File: src/hw/rtl/alne_pkg.sv
// Shared types, constants and helpers of the last-number extractor.
package alne_pkg;

   localparam int BUFFER_BYTES_DEFAULT = 64;
   localparam int QUEUE_DEPTH          = 4;

   localparam logic [7:0] CHAR_ZERO  = 8'h30;
   localparam logic [7:0] CHAR_NINE  = 8'h39;
   localparam logic [7:0] CHAR_PLUS  = 8'h2B;
   localparam logic [7:0] CHAR_MINUS = 8'h2D;
   localparam logic [7:0] CHAR_POINT = 8'h2E;

   localparam logic [31:0] MAG_CAP     = 32'h8000_0000;
   localparam logic [2:0]  FRAC_KEEP   = 3'd4;
   localparam logic [3:0]  ROUND_DIGIT = 4'd5;
   localparam int          SCALE_W     = 14;
   localparam int          PROD_W      = 32 + SCALE_W;

   typedef enum logic [1:0] {
      CLS_OTHER,
      CLS_DIGIT,
      CLS_POINT,
      CLS_SIGN
   } char_class_type;

   typedef struct packed {
      char_class_type cls;
      logic           negative;
      logic [3:0]     digit;
      logic           scan_en;
      logic           last;
   } scan_item_type;

   typedef struct packed {
      logic        fin_valid;
      logic        emit;
      logic        negative;
      logic        round_up;
      logic        overflow;
      logic [2:0]  frac_digits;
      logic [31:0] mag;
   } finish_type;

   // Scale that brings a magnitude with the given fraction digits to 1e-4 units.
   function automatic logic [SCALE_W-1:0] scale_factor(input logic [2:0] frac_digits);
      logic [SCALE_W-1:0] f;
      case (frac_digits)
         3'd0:    f = SCALE_W'(10000);
         3'd1:    f = SCALE_W'(1000);
         3'd2:    f = SCALE_W'(100);
         3'd3:    f = SCALE_W'(10);
         default: f = SCALE_W'(1);
      endcase
      return f;
   endfunction

endpackage

File: src/hw/rtl/alne_req_if.sv
// Byte channel into the extractor: valid, ready, one text byte and its last-byte flag.
interface alne_req_if;
   logic       valid;
   logic       ready;
   logic [7:0] data_byte;
   logic       last_byte;

   modport source (output valid, output data_byte, output last_byte, input ready);
   modport sink   (input valid, input data_byte, input last_byte, output ready);
endinterface

File: src/hw/rtl/alne_rsp_if.sv
// Result channel out of the extractor: valid, ready, the found flag and the parsed number.
interface alne_rsp_if;
   logic               valid;
   logic               ready;
   logic               number_found;
   logic signed [31:0] value;

   modport source (output valid, output number_found, output value, input ready);
   modport sink   (input valid, input number_found, input value, output ready);
endinterface

File: src/hw/rtl/alne_fifo.sv
// Short register queue between the byte classifier and the token scanner.
module alne_fifo (
   input  logic                  clock,
   input  logic                  reset,
   input  logic                  push,
   input  alne_pkg::scan_item_type push_item,
   input  logic                  pop,
   output alne_pkg::scan_item_type head_item,
   output logic                  not_empty,
   output logic                  full
);
   import alne_pkg::*;

   localparam int PTR_W = $clog2(QUEUE_DEPTH);
   localparam int CNT_W = $clog2(QUEUE_DEPTH + 1);

   scan_item_type          store_ff [QUEUE_DEPTH];
   logic [PTR_W-1:0]       wr_ptr_ff, wr_ptr_in;
   logic [PTR_W-1:0]       rd_ptr_ff, rd_ptr_in;
   logic [CNT_W-1:0]       count_ff, count_in;

   assign not_empty = (count_ff != '0);
   assign full      = (count_ff == CNT_W'(QUEUE_DEPTH));
   assign head_item = store_ff[rd_ptr_ff];

   always_comb begin
      wr_ptr_in = push ? wr_ptr_ff + PTR_W'(1) : wr_ptr_ff;
      rd_ptr_in = pop  ? rd_ptr_ff + PTR_W'(1) : rd_ptr_ff;
      count_in  = count_ff + CNT_W'(push) - CNT_W'(pop);
   end

   always_ff @(posedge clock) begin
      if (reset) begin
         wr_ptr_ff <= '0;
         rd_ptr_ff <= '0;
         count_ff  <= '0;
      end else begin
         wr_ptr_ff <= wr_ptr_in;
         rd_ptr_ff <= rd_ptr_in;
         count_ff  <= count_in;
      end
   end

   always_ff @(posedge clock) begin
      if (push) begin
         store_ff[wr_ptr_ff] <= push_item;
      end
   end
endmodule

File: src/hw/rtl/alne_front.sv
// Front end: takes bytes, counts them against the buffer limit, classifies them.
module alne_front #(
   parameter int BUFFER_BYTES = alne_pkg::BUFFER_BYTES_DEFAULT
) (
   input  logic                   clock,
   input  logic                   reset,
   alne_req_if.sink               req_bus,
   input  logic                   queue_full,
   output logic                   push,
   output alne_pkg::scan_item_type push_item
);
   import alne_pkg::*;

   localparam int              CNT_W = $clog2(BUFFER_BYTES);
   localparam logic [CNT_W-1:0] LIMIT = CNT_W'(BUFFER_BYTES - 1);

   logic [CNT_W-1:0] count_ff, count_in;
   logic             scan_en;
   logic [7:0]       c;

   assign c             = req_bus.data_byte;
   assign req_bus.ready = !queue_full;
   assign push          = req_bus.valid && !queue_full;
   assign scan_en       = (count_ff != LIMIT);

   always_comb begin
      push_item          = '0;
      push_item.digit    = c[3:0];
      push_item.negative = (c == CHAR_MINUS);
      push_item.scan_en  = scan_en;
      push_item.last     = req_bus.last_byte;
      if (c >= CHAR_ZERO && c <= CHAR_NINE) begin
         push_item.cls = CLS_DIGIT;
      end else if (c == CHAR_POINT) begin
         push_item.cls = CLS_POINT;
      end else if (c == CHAR_PLUS || c == CHAR_MINUS) begin
         push_item.cls = CLS_SIGN;
      end else begin
         push_item.cls = CLS_OTHER;
      end
   end

   // Hold the count at the limit; restart on the final byte.
   always_comb begin
      count_in = count_ff;
      if (push) begin
         if (req_bus.last_byte) begin
            count_in = '0;
         end else if (scan_en) begin
            count_in = count_ff + CNT_W'(1);
         end
      end
   end

   always_ff @(posedge clock) begin
      if (reset) begin
         count_ff <= '0;
      end else begin
         count_ff <= count_in;
      end
   end
endmodule

File: src/hw/rtl/alne_scan.sv
// Token scanner: walks the classified bytes and emits finished-token records.
module alne_scan (
   input  logic                   clock,
   input  logic                   reset,
   input  alne_pkg::scan_item_type item,
   input  logic                   item_valid,
   input  logic                   advance,
   output logic                   pop,
   output alne_pkg::finish_type   fin
);
   import alne_pkg::*;

   typedef enum logic [2:0] {
      SCAN_IDLE,
      SCAN_SIGN,
      SCAN_POINT,
      SCAN_INT,
      SCAN_FRAC
   } scan_state_type;

   scan_state_type state_ff, st_in;
   logic           neg_ff, neg_in;
   logic [31:0]    acc_ff, acc_in;
   logic [2:0]     fd_ff, fd_in;
   logic           rnd_ff, rnd_in;
   logic           ovf_ff, ovf_in;
   finish_type     fin_ff, fin_in;
   finish_type     rec;
   logic           fin_scan;
   logic           fin_last;
   logic           skip;
   logic [35:0]    acc_ten;

   assign pop = item_valid && advance;
   assign fin = fin_ff;

   always_comb begin
      st_in    = state_ff;
      neg_in   = neg_ff;
      acc_in   = acc_ff;
      fd_in    = fd_ff;
      rnd_in   = rnd_ff;
      ovf_in   = ovf_ff;
      fin_scan = 1'b0;
      fin_last = 1'b0;
      skip     = 1'b0;
      acc_ten  = '0;
      rec      = '0;

      if (item.scan_en) begin
         case (item.cls)
            CLS_DIGIT: begin
               if (state_ff == SCAN_IDLE) begin
                  neg_in = 1'b0;
                  acc_in = '0;
                  fd_in  = '0;
                  rnd_in = 1'b0;
                  ovf_in = 1'b0;
               end
               if (state_ff == SCAN_POINT || state_ff == SCAN_FRAC) begin
                  st_in = SCAN_FRAC;
               end else begin
                  st_in = SCAN_INT;
               end
               if (st_in == SCAN_FRAC) begin
                  if (fd_in == FRAC_KEEP) begin
                     rnd_in = (item.digit >= ROUND_DIGIT);
                     fd_in  = FRAC_KEEP + 3'd1;
                     skip   = 1'b1;
                  end else if (fd_in > FRAC_KEEP) begin
                     skip = 1'b1;
                  end else begin
                     fd_in = fd_in + 3'd1;
                  end
               end
               acc_ten = ({4'b0, acc_in} << 3) + ({4'b0, acc_in} << 1) + {32'b0, item.digit};
               if (!skip && !ovf_in) begin
                  if (acc_ten > {4'b0, MAG_CAP}) begin
                     ovf_in = 1'b1;
                  end else begin
                     acc_in = acc_ten[31:0];
                  end
               end
            end
            CLS_POINT: begin
               if (state_ff == SCAN_SIGN) begin
                  st_in = SCAN_POINT;
               end else if (state_ff == SCAN_INT) begin
                  st_in = SCAN_FRAC;
               end else begin
                  fin_scan = (state_ff == SCAN_FRAC);
                  neg_in   = 1'b0;
                  acc_in   = '0;
                  fd_in    = '0;
                  rnd_in   = 1'b0;
                  ovf_in   = 1'b0;
                  st_in    = SCAN_POINT;
               end
            end
            CLS_SIGN: begin
               fin_scan = (state_ff == SCAN_INT || state_ff == SCAN_FRAC);
               neg_in   = item.negative;
               acc_in   = '0;
               fd_in    = '0;
               rnd_in   = 1'b0;
               ovf_in   = 1'b0;
               st_in    = SCAN_SIGN;
            end
            default: begin
               fin_scan = (state_ff == SCAN_INT || state_ff == SCAN_FRAC);
               st_in    = SCAN_IDLE;
            end
         endcase
      end

      fin_last = item.last && (st_in == SCAN_INT || st_in == SCAN_FRAC);

      // A token ended by this byte comes from the held fields, one ended by
      // the final byte from the fields just updated.
      rec.fin_valid = fin_scan || fin_last;
      rec.emit      = item.last;
      if (fin_scan) begin
         rec.negative    = neg_ff;
         rec.round_up    = rnd_ff;
         rec.overflow    = ovf_ff;
         rec.frac_digits = fd_ff;
         rec.mag         = acc_ff;
      end else begin
         rec.negative    = neg_in;
         rec.round_up    = rnd_in;
         rec.overflow    = ovf_in;
         rec.frac_digits = fd_in;
         rec.mag         = acc_in;
      end

      if (item.last) begin
         st_in  = SCAN_IDLE;
         neg_in = 1'b0;
         acc_in = '0;
         fd_in  = '0;
         rnd_in = 1'b0;
         ovf_in = 1'b0;
      end

      fin_in = pop ? rec : '0;
   end

   always_ff @(posedge clock) begin
      if (reset) begin
         state_ff <= SCAN_IDLE;
         neg_ff   <= 1'b0;
         acc_ff   <= '0;
         fd_ff    <= '0;
         rnd_ff   <= 1'b0;
         ovf_ff   <= 1'b0;
         fin_ff   <= '0;
      end else begin
         if (pop) begin
            state_ff <= st_in;
            neg_ff   <= neg_in;
            acc_ff   <= acc_in;
            fd_ff    <= fd_in;
            rnd_ff   <= rnd_in;
            ovf_ff   <= ovf_in;
         end
         if (advance) begin
            fin_ff <= fin_in;
         end
      end
   end
endmodule

File: src/hw/rtl/alne_fin.sv
// Value back end: scales, rounds and saturates tokens, keeps the latest, drives results.
module alne_fin (
   input  logic                 clock,
   input  logic                 reset,
   input  alne_pkg::finish_type fin,
   output logic                 advance,
   alne_rsp_if.source           rsp_bus
);
   import alne_pkg::*;

   logic              p_fin_ff;
   logic              p_emit_ff;
   logic              p_neg_ff;
   logic              p_rnd_ff;
   logic              p_ovf_ff;
   logic [PROD_W-1:0] prod_ff, prod_in;
   logic [PROD_W-1:0] mag;
   logic              over;
   logic [31:0]       sat_value;
   logic [31:0]       latest_ff, latest_new;
   logic              found_ff, found_new;
   logic              rsp_valid_ff, rsp_valid_in;
   logic              rsp_found_ff;
   logic [31:0]       rsp_value_ff;

   assign advance = !(p_emit_ff && rsp_valid_ff && !rsp_bus.ready);
   assign prod_in = {{SCALE_W{1'b0}}, fin.mag} * {32'b0, scale_factor(fin.frac_digits)};

   always_comb begin
      over = p_ovf_ff || (prod_ff > PROD_W'(MAG_CAP));
      mag  = prod_ff + PROD_W'(p_rnd_ff);
      if (p_neg_ff) begin
         if (over || mag > PROD_W'(MAG_CAP)) begin
            sat_value = MAG_CAP;
         end else begin
            sat_value = 32'd0 - mag[31:0];
         end
      end else begin
         if (over || mag > PROD_W'(MAG_CAP - 32'd1)) begin
            sat_value = MAG_CAP - 32'd1;
         end else begin
            sat_value = mag[31:0];
         end
      end
      latest_new   = p_fin_ff ? sat_value : latest_ff;
      found_new    = p_fin_ff || found_ff;
      rsp_valid_in = (rsp_valid_ff && !rsp_bus.ready) || (advance && p_emit_ff);
   end

   always_ff @(posedge clock) begin
      if (reset) begin
         p_fin_ff     <= 1'b0;
         p_emit_ff    <= 1'b0;
         latest_ff    <= '0;
         found_ff     <= 1'b0;
         rsp_valid_ff <= 1'b0;
      end else begin
         rsp_valid_ff <= rsp_valid_in;
         if (advance) begin
            p_fin_ff  <= fin.fin_valid;
            p_emit_ff <= fin.emit;
            if (p_emit_ff) begin
               latest_ff <= '0;
               found_ff  <= 1'b0;
            end else begin
               latest_ff <= latest_new;
               found_ff  <= found_new;
            end
         end
      end
   end

   always_ff @(posedge clock) begin
      if (advance) begin
         p_neg_ff <= fin.negative;
         p_rnd_ff <= fin.round_up;
         p_ovf_ff <= fin.overflow;
         prod_ff  <= prod_in;
         if (p_emit_ff) begin
            rsp_found_ff <= found_new;
            rsp_value_ff <= found_new ? latest_new : 32'd0;
         end
      end
   end

   assign rsp_bus.valid        = rsp_valid_ff;
   assign rsp_bus.number_found = rsp_found_ff;
   assign rsp_bus.value        = $signed(rsp_value_ff);
endmodule

File: src/hw/rtl/ascii_last_number_extractor.sv
// Top level of the extractor of the last decimal number in a text notification.
// Usage:
//   req_bus carries one text byte per item, with last_byte set on the final byte
//   of a notification. Only the first BUFFER_BYTES-1 bytes of a notification are
//   scanned; later bytes are taken and dropped until the final byte.
//   rsp_bus carries one item per notification: number_found and the last number
//   in units of 0.0001, rounded half away from zero, saturated to 32 bits signed.
// Throughput: one byte per cycle, sustained while the receiver takes results.
// Result path: after the final byte is taken it passes the queue entry, the
//   finished-token register and the product register before rsp_bus.valid
//   rises from the result register.
// Reset (synchronous, active high): queue, scanner and stored value clear; no
//   result is pending afterwards.
// Receiver stall: the result is held in its register; the value stages freeze
//   only when a second result is waiting behind it, then the four-entry queue
//   fills and req_bus.ready drops.
module ascii_last_number_extractor #(
   parameter int BUFFER_BYTES = alne_pkg::BUFFER_BYTES_DEFAULT
) (
   input  logic       clock,
   input  logic       reset,
   alne_req_if.sink   req_bus,
   alne_rsp_if.source rsp_bus
);
   import alne_pkg::*;

   scan_item_type push_item;
   scan_item_type head_item;
   finish_type    fin;
   logic          push;
   logic          pop;
   logic          queue_full;
   logic          queue_not_empty;
   logic          advance;

   // Front: take and classify bytes
   alne_front #(
      .BUFFER_BYTES(BUFFER_BYTES)
   ) u_front (
      .clock     (clock),
      .reset     (reset),
      .req_bus   (req_bus),
      .queue_full(queue_full),
      .push      (push),
      .push_item (push_item)
   );

   // Queue: decouple intake from the scanner so each side stalls on its own
   alne_fifo u_fifo (
      .clock    (clock),
      .reset    (reset),
      .push     (push),
      .push_item(push_item),
      .pop      (pop),
      .head_item(head_item),
      .not_empty(queue_not_empty),
      .full     (queue_full)
   );

   // Back: token state machine
   alne_scan u_scan (
      .clock     (clock),
      .reset     (reset),
      .item      (head_item),
      .item_valid(queue_not_empty),
      .advance   (advance),
      .pop       (pop),
      .fin       (fin)
   );

   // Back: scale, round, saturate and deliver
   alne_fin u_fin (
      .clock  (clock),
      .reset  (reset),
      .fin    (fin),
      .advance(advance),
      .rsp_bus(rsp_bus)
   );
endmodule

File: src/flat_wrapper.sv
// flat-port wrapper written by rule: the top's interface ports become plain ports
module ascii_last_number_extractor_flat import alne_pkg::*;
#(
   parameter int BUFFER_BYTES = alne_pkg::BUFFER_BYTES_DEFAULT
)
  (clock, reset, req_bus_valid, req_bus_data_byte, req_bus_last_byte, req_bus_ready, rsp_bus_valid, rsp_bus_number_found, rsp_bus_value, rsp_bus_ready);
  alne_req_if req_bus_i ();
  alne_rsp_if rsp_bus_i ();
  input  logic clock;
  input  logic reset;
  input wire logic [$bits(req_bus_i.valid)-1:0] req_bus_valid;
  input wire logic [$bits(req_bus_i.data_byte)-1:0] req_bus_data_byte;
  input wire logic [$bits(req_bus_i.last_byte)-1:0] req_bus_last_byte;
  output wire logic [$bits(req_bus_i.ready)-1:0] req_bus_ready;
  output wire logic [$bits(rsp_bus_i.valid)-1:0] rsp_bus_valid;
  output wire logic [$bits(rsp_bus_i.number_found)-1:0] rsp_bus_number_found;
  output wire logic [$bits(rsp_bus_i.value)-1:0] rsp_bus_value;
  input wire logic [$bits(rsp_bus_i.ready)-1:0] rsp_bus_ready;
  assign req_bus_i.valid = req_bus_valid;
  assign req_bus_i.data_byte = req_bus_data_byte;
  assign req_bus_i.last_byte = req_bus_last_byte;
  assign req_bus_ready = req_bus_i.ready;
  assign rsp_bus_valid = rsp_bus_i.valid;
  assign rsp_bus_number_found = rsp_bus_i.number_found;
  assign rsp_bus_value = rsp_bus_i.value;
  assign rsp_bus_i.ready = rsp_bus_ready;
  ascii_last_number_extractor #(.BUFFER_BYTES(BUFFER_BYTES)) u_core (.clock(clock), .reset(reset), .req_bus(req_bus_i), .rsp_bus(rsp_bus_i));
endmodule
File: config.mk
export PLATFORM = sky130hd
export DESIGN_NAME = ascii_last_number_extractor_flat
export DESIGN_NICKNAME = d
export VERILOG_FILES = /design/src/hw/rtl/alne_pkg.sv /design/src/hw/rtl/alne_req_if.sv /design/src/hw/rtl/alne_rsp_if.sv /design/src/hw/rtl/alne_fifo.sv /design/src/hw/rtl/alne_front.sv /design/src/hw/rtl/alne_scan.sv /design/src/hw/rtl/alne_fin.sv /design/src/hw/rtl/ascii_last_number_extractor.sv /design/src/flat_wrapper.sv
export SDC_FILE = /design/constraint.sdc
export NUM_CORES = 1
export LEC_CHECK = 0
export BUFFER_PORTS_ARGS = -buffer_cell sky130_fd_sc_hd__buf_4
export CAP_MARGIN = 40
export CORE_MARGIN = 3
export CORE_UTILIZATION = 25
export CTS_CLUSTER_SIZE = 12
export DETAILED_ROUTE_END_ITERATION = 6
export GPL_TIMING_DRIVEN = 0
export HOLD_SLACK_MARGIN = 0.08
export SETUP_SLACK_MARGIN = 0.4
export SYNTH_ARGS = -nofsm -noshare
export SYNTH_HDL_FRONTEND = slang
export SYNTH_SLANG_ARGS = --single-unit
File: constraint.sdc
create_clock -name clock -period 7.8 [get_ports clock]
set_clock_uncertainty 0.05 [all_clocks]
set_input_delay 1.56 -clock clock [delete_from_list [all_inputs] [get_ports clock]]
set_output_delay 1.56 -clock clock [all_outputs]
set_load 0.05 [all_outputs]
==> results of run 1 <==
==> final cells by class <==
| cell class | instances | area, um2 |
|---|---|---|
| flip-flops and latches | 250 | 6190 |
| diodes | 1 | 2.50 |
| multi-input cells | 2070 | 18800 |
| well taps | 1380 | 1730 |
| repair buffers | 68 | 546 |
| clock inverters | 8 | 50.0 |
| inverters | 412 | 1550 |
| fillers | 10900 | 74100 |
| plain buffers | 113 | 604 |
| clock buffers | 43 | 850 |
==> worst max-delay path by stage <==
stage	from	to
CTS	u_core.u_scan.fin[34]$_SDFFE_PP0N_	u_core.u_fin.prod_ff[45]$_DFFE_PN_
finish	u_core.u_scan.fin[33]$_SDFFE_PP0N_	u_core.u_fin.prod_ff[45]$_DFFE_PN_
floorplan	u_core.u_scan.fin[34]$_SDFFE_PP0N_	u_core.u_fin.prod_ff[38]$_DFFE_PN_
global placement	u_core.u_scan.fin[34]$_SDFFE_PP0N_	u_core.u_fin.prod_ff[38]$_DFFE_PN_
global route	u_core.u_scan.fin[33]$_SDFFE_PP0N_	u_core.u_fin.prod_ff[45]$_DFFE_PN_
detailed placement	u_core.u_scan.fin[34]$_SDFFE_PP0N_	u_core.u_fin.prod_ff[38]$_DFFE_PN_
==> repair_timing <==
action,CTS,global route
endpoints found under the setup margin,33,14
pin swaps,2,15
setup buffers,1,18
resized for setup,85,98
==> per-layer routing <==
metal,global-route usage [%],part of all wire (%),vias up
li1,-,-,9941
met1,17.7,46,10000
met2,20.1,45,622
met3,1.25,5.6,104
met4,3.22,3.0,0
met5,0,0,-
==> flip-flops by register name, indices dropped and copies added, names as in the netlist, 2 cells and up, named ones only <==
| name | flops |
|---|---|
| u_core.u_scan.state_ff | 3 |
| u_core.u_scan.acc_ff | 32 |
| u_core.u_fin.latest_ff | 32 |
| u_core.u_scan.fd_ff | 3 |
| u_core.u_scan.fin | 40 |
| u_core.u_fin.rsp_bus.value | 32 |
| u_core.u_fifo.rd_ptr_ff | 2 |
| u_core.u_fifo.store_ff | 36 |
| u_core.u_front.count_ff | 6 |
| u_core.u_fin.prod_ff | 46 |
| u_core.u_fifo.wr_ptr_ff | 2 |
| u_core.u_fifo.count_ff | 3 |
==> power breakdown <==
group	leakage [uW]	internal, uW	switching (uW)
Sequential	0.00233	1460	60.5
Combinational	0.0114	521	946
Clock	0.000443	748	526
==> stage by stage <==
stage	worst slack (ns)	TNS [ns]
CTS	0.415	0
global route	0.368	0
detailed placement	-1.44	-25.53
finish	0.572	0
global placement	-1.48	-26.19
floorplan	0.455	0
==> critical path, stage by stage (launching register included) <==
cell and delay (ns):
dfxtp_1 0.33, buf_4 0.25, clkbuf_2 0.39, clkbuf_1 0.63, nand2_1 0.21, fa_1 0.53, inv_1 0.05, fa_1 0.55
fa_1 0.45, fa_1 0.55, inv_1 0.06, fa_1 0.52, inv_1 0.06, ha_4 0.28, and2_4 0.15, and3_4 0.18
nand3_2 0.11, a31oi_4 0.26, o2111ai_4 0.19, a31o_4 0.29, or3_1 0.35, and3b_2 0.25, o211ai_1 0.19, xor2_1 0.10
==> layout by cell type, fill, tap and decap left out, types with 20 or more instances in the layout <==
| cell | count |
|---|---|
| inv_1 | 410 |
| fa_1 | 290 |
| nand2_1 | 220 |
| ha_1 | 210 |
| dfxtp_1 | 131 |
| nor2_1 | 127 |
| and2_1 | 119 |
| a21oi_1 | 118 |
| edfxtp_1 | 118 |
| o21ai_0 | 107 |
| xnor2_1 | 84 |
| buf_4 | 71 |
| clkbuf_1 | 70 |
| nand3_1 | 63 |
| a22o_1 | 58 |
| nor3_1 | 53 |
| a21o_1 | 51 |
| xor2_1 | 45 |
| a22oi_1 | 42 |
| mux2i_1 | 34 |
| clkbuf_16 | 32 |
| nand2b_1 | 29 |
| and3_1 | 27 |
| or2_2 | 24 |
| buf_2 | 23 |
| nand4_1 | 21 |
| nor4_1 | 20 |
==> logic make-up (layout without fill, tap and decap cells) <==
| group | count (synthesis) | after routing |
|---|---|---|
| buffers and inverters | 525 | 644 |
| adders and majority gates | 510 | 510 |
| muxes | 46 | 46 |
| DFF | 250 | 250 |
| and+or+nand+nor | 803 | 803 |
| AOI/OAI and AO/OA | 582 | 582 |
| xor gates and xnor gates | 129 | 129 |
| other | 0 | 1 |
==> impl_metrics.toml, run 1 <==
[placed_design]
place_area_um2 = 28700
io_buffer_count = 46
dp_hpwl_um = 58100
dp_cells = 4274
gp_congestion = 0.910

[global_route]
antenna_found_initial = 2
overflow = 0
grt_pass1_wl_um = 113000
grt_pass1_vias = 20300
grt_start_max_net_pins = 47
globalRouteTotalUtil_pct = 12.4

[setup_path]
cp-start-kind = "flip-flop"
reg2reg_from = "u_core.u_scan.fin[33]$_SDFFE_PP0N_"
cp_max_fo = 10
reg2reg_slack_ns = 0.57
critPathKind = "reg2reg"
cp_data_required_time_ns = 8.05
rr_endpoint = "u_core.u_fin.prod_ff[45]$_DFFE_PN_"
endpoint_kind = "flip-flop"
cp.arrival_ns = 7.47
ff2ff_path_depth = 23

[run]
drv_cap = 0

[synthesis]
synth_xor_area_share_pct = 4.26
synth_edf_count = 118
synth_top_family_by_area = "adder cells"
yosys-mux-area-fraction_pct = 2.13
yosys_warnings = 0
yosys-top-cells-area = "fa_1 22%, edfxtp_1 13%, ha_1 10%"
synthSimpleGateAreaFrac_pct = 15.4
yosys.cell_types.count = 88
synth_common_cells = "411 x inv_1, 291 x fa_1, 220 x nand2_1, 219 x ha_1, 140 x and2_1"
ys_ff_latch = 250
synthCells = 2845
yosys.area_share.adder_pct = 32.3
synth_compound_area_share_pct = 15.1
synthArstFlopShare_pct = 0
seq_area_frac_synth_pct = 23.3
synth_top_area_share_pct = 21.9
synth_area_per_cell_um2 = 9.33
netlist_area_um2 = 26600
syn_nets = 3368
synth_ff_type = "dfxtp_1"
yosys.area.top_type = "fa_1"
yosysMostFrequentCell = "inv_1"

[layout]
final_cells = 4345
layout-drive-gt1-share_pct = 9.82
num-nets-final = 3466
fin_area_um2 = 30300
final_util_pct = 29.0
layout-area-overhead-vs-synth_pct = 14.0

[clocking]
cts_tree = "built"
cts_buffer_depth = 3
cts_root_buf = "clkbuf_16"
clk_pin_slew_worst_paths_ns = 0.06
postCtsHoldBufs = 0
htree_levels = 1
cts_buffers = 28
cts_sinks = 250
worstSkewPairLatency_ns = 0.56

[timing]
setup_viol = 0
maxSlewViolCount = 0
hold_viol = 0
holdWs_ns = 0.400
min_period_ns = 7.23
slew_headroom_pct = 46.6
max_freq_ghz = 0.138
worstMarginPinSlew_ns = 0.797
grt_setup_unrepaired = "no"
fin_crit_sh_pct = 92.7

[die]
start_util_pct = 25.4
die_h_um = 332
core_um2 = 104000
die_x_um = 332
ios = 48
rows = 118
die_area_um2 = 110000

[routing]
postRouteAntennaNets = 0
drt_iter0_markers = 1509
dr.pass1.iters = 5
vias = 20700
wl_per_cell_um = 16.2
via_per_inst = 4.76
wirelength_um = 70500
drc_errors = 0

[worst_hold_path]
worstHoldPathType = "reg2reg"
hold_depth = 2
worstHoldStart = "u_core.u_fin.latest_ff[17]$_SDFFE_PP0N_"
hold_end = "u_core.u_fin.latest_ff[17]$_SDFFE_PP0N_"

[pwr]
powerDensity_nw_per_um2 = 141
p_leak_uw = 0.0142
ir_worst_vdd_v = 0.000195
power_uw = 4260

[status]
outcome = "completed"
No activity file was read; power rests on OpenSTA's default activity.
==> run 2, diff against run 1 <==
- CORE_MARGIN: 3 -> 2
==> impl_metrics.toml, run 2 (same netlist as run 1, synthesis figures left out) <==
[timing]
worstMarginPinSlew_ns = 0.791
max_freq_ghz = 0.139
holdWs_ns = 0.403
maxSlewViolCount = 0
slew_headroom_pct = 47.3
min_period_ns = 7.21
worst_slack_ns = 0.589
hold_viol = 0
fin_crit_sh_pct = 92.5
grt_setup_unrepaired = "no"
setup_viol = 0

[routing]
via_per_inst = 4.72
dr.pass1.iters = 5
vias = 20500
wirelength_um = 70500
drc_errors = 0
postRouteAntennaNets = 0
wl_per_cell_um = 16.2
drt_iter0_markers = 1443

[setup_path]
reg2reg_from = "u_core.u_scan.fin[34]$_SDFFE_PP0N_"
endpoint = "u_core.u_fin.prod_ff[45]$_DFFE_PN_"
startpoint = "u_core.u_scan.fin[34]$_SDFFE_PP0N_"
cp-start-kind = "flip-flop"
critPathSlowestCell = "fa_1"
cp.arrival_ns = 7.46
crit_path_frequent_cell = "fa_1"
endpoint_kind = "flip-flop"
critPathKind = "reg2reg"
ff2ff_path_depth = 28
cpPeakStageDelay_ns = 0.58
cp_data_required_time_ns = 8.05
reg2reg_slack_ns = 0.59
rr_endpoint = "u_core.u_fin.prod_ff[45]$_DFFE_PN_"
cp_max_fo = 10

[pwr]
combPwrFrac_pct = 34.5
swShare_pct = 36.3
p_int_uw = 2710
powerDensity_nw_per_um2 = 141
switching_power_uw = 1550
power.share.sequential_pct = 35.8
p_leak_uw = 0.0141
ir_worst_vdd_v = 0.000168
clkPwrFrac_pct = 29.7

[clocking]
cts_buffers = 29
worstSkewPairLatency_ns = 0.56
cts_sinks = 250
postCtsHoldBufs = 0
clk_pin_slew_worst_paths_ns = 0.06
htree_levels = 1
cts_tree = "built"
cts_root_buf = "clkbuf_16"
cts_buffer_depth = 3

[layout]
fill_cells = 11000
final_common_cell = "inv_1"
layout-area-overhead-vs-synth_pct = 13.9
num-nets-final = 3464
largest_register_ffs = 46
layout-drive-gt1-share_pct = 9.39
layout_common_cells = "410 x inv_1, 291 x fa_1, 220 x nand2_1"
regMostFlops = "u_core.u_fin.prod_ff"
final_cells = 4354
final_util_pct = 28.7

[placed_design]
io_buffer_count = 46
dp_cells = 4285
gp_congestion = 0.921
dp_hpwl_um = 58200
dpl_worst_slack_ns = -1.41

[global_route]
grt_pass1_wl_um = 113000
globalRouteTotalUtil_pct = 12.8
antenna_found_initial = 0
grt_pass1_vias = 20400
overflow = 0
grt_start_max_net_pins = 44

[die]
rows = 119
core_um2 = 105000
die_x_um = 330
die_area_um2 = 109000
die_h_um = 330
ios = 48
start_util_pct = 25.2

[status]
outcome = "completed"

[worst_hold_path]
worstHoldPathType = "reg2reg"

[run]
drv_cap = 0
==> run 2: metal layers <==
metal | up-vias | share of wire, % | track usage [%]
met2 | 542 | 46 | 20.7
met4 | 0 | 2.8 | 3.42
met1 | 9967 | 46 | 18.1
met5 | - | 0 | 0
met3 | 107 | 5.0 | 1.32
li1 | 9916 | - | -
==> run 2: per-stage QoR <==
step                area, um2  setup TNS [ns]  total power (uW)
detailed placement      28700          -24.23              2990
global route            30200               0              4510
CTS                     29900               0              4280
finish                  30200               0              4260
floorplan               26600               0              2620
global placement        28600          -23.54              2980
==> run 2: how the worst min path moves through the flow <==
stage,depth (start not counted),slack [ns],start,to
after detailed placement,2,0.39,u_core.u_fin.latest_ff[18]$_SDFFE_PP0N_,u_core.u_fin.latest_ff[18]$_SDFFE_PP0N_
after global placement,2,0.38,u_core.u_fin.latest_ff[6]$_SDFFE_PP0N_,u_core.u_fin.latest_ff[6]$_SDFFE_PP0N_
after floorplan,0,0.36,u_core.u_scan.fin[37]$_SDFFE_PP0N_,u_core.u_fin.p_neg_ff$_DFFE_PN_
after global routing,2,0.44,u_core.u_fin.latest_ff[18]$_SDFFE_PP0N_,u_core.u_fin.latest_ff[18]$_SDFFE_PP0N_
after CTS,2,0.41,u_core.u_fin.latest_ff[18]$_SDFFE_PP0N_,u_core.u_fin.latest_ff[18]$_SDFFE_PP0N_
final,2,0.40,u_core.u_fin.latest_ff[28]$_SDFFE_PP0N_,u_core.u_fin.latest_ff[28]$_SDFFE_PP0N_
==> run 2: critical path: cells and delay by family, from the launching register on <==
family / cells / cell delay [ns]
AND/OR/NAND/NOR: 7 / 1.27
buffers and inverters: 9 / 0.95
AO/OA/AOI/OAI: 4 / 0.86
flip-flops: 1 / 0.31
XOR/XNOR: 1 / 0.10
adder cells (fa/ha/maj): 7 / 3.38
==> run 2: cell type report <==
| cell class | count | area, um2 | share of cell area [%] |
|---|---|---|---|
| multi-input combinational | 2070 | 18700 | 61.9 |
| sequential | 250 | 6190 | 20.5 |
| tap | 1391 | 1740 | 5.75 |
| inverter | 412 | 1550 | 5.11 |
| clock buffer | 42 | 817 | 2.70 |
| buffer | 113 | 604 | 2.00 |
| timing repair buffer | 65 | 543 | 1.80 |
| clock inverter | 10 | 70.1 | 0.232 |
| antenna | 1 | 2.50 | 0.00827 |
==> run 2: repair_timing <==
action,CTS,global route
hold endpoints to repair,0,0
cloned,0,1
pin swaps,3,17
setup endpoints to repair,33,13
resized for setup,80,89
buffers inserted,3,12
==> run 2: power groups by stage <==
stage          clock network, uW  logic [uW]  registers (uW)
2_1_floorplan                  0        1060            1560
3_3_place_gp                   0        1430            1550
3_5_place_dp                   0        1440            1550
4_1_cts                     1290        1460            1520
5_1_grt                     1350        1630            1530
6_report                    1270        1470            1520
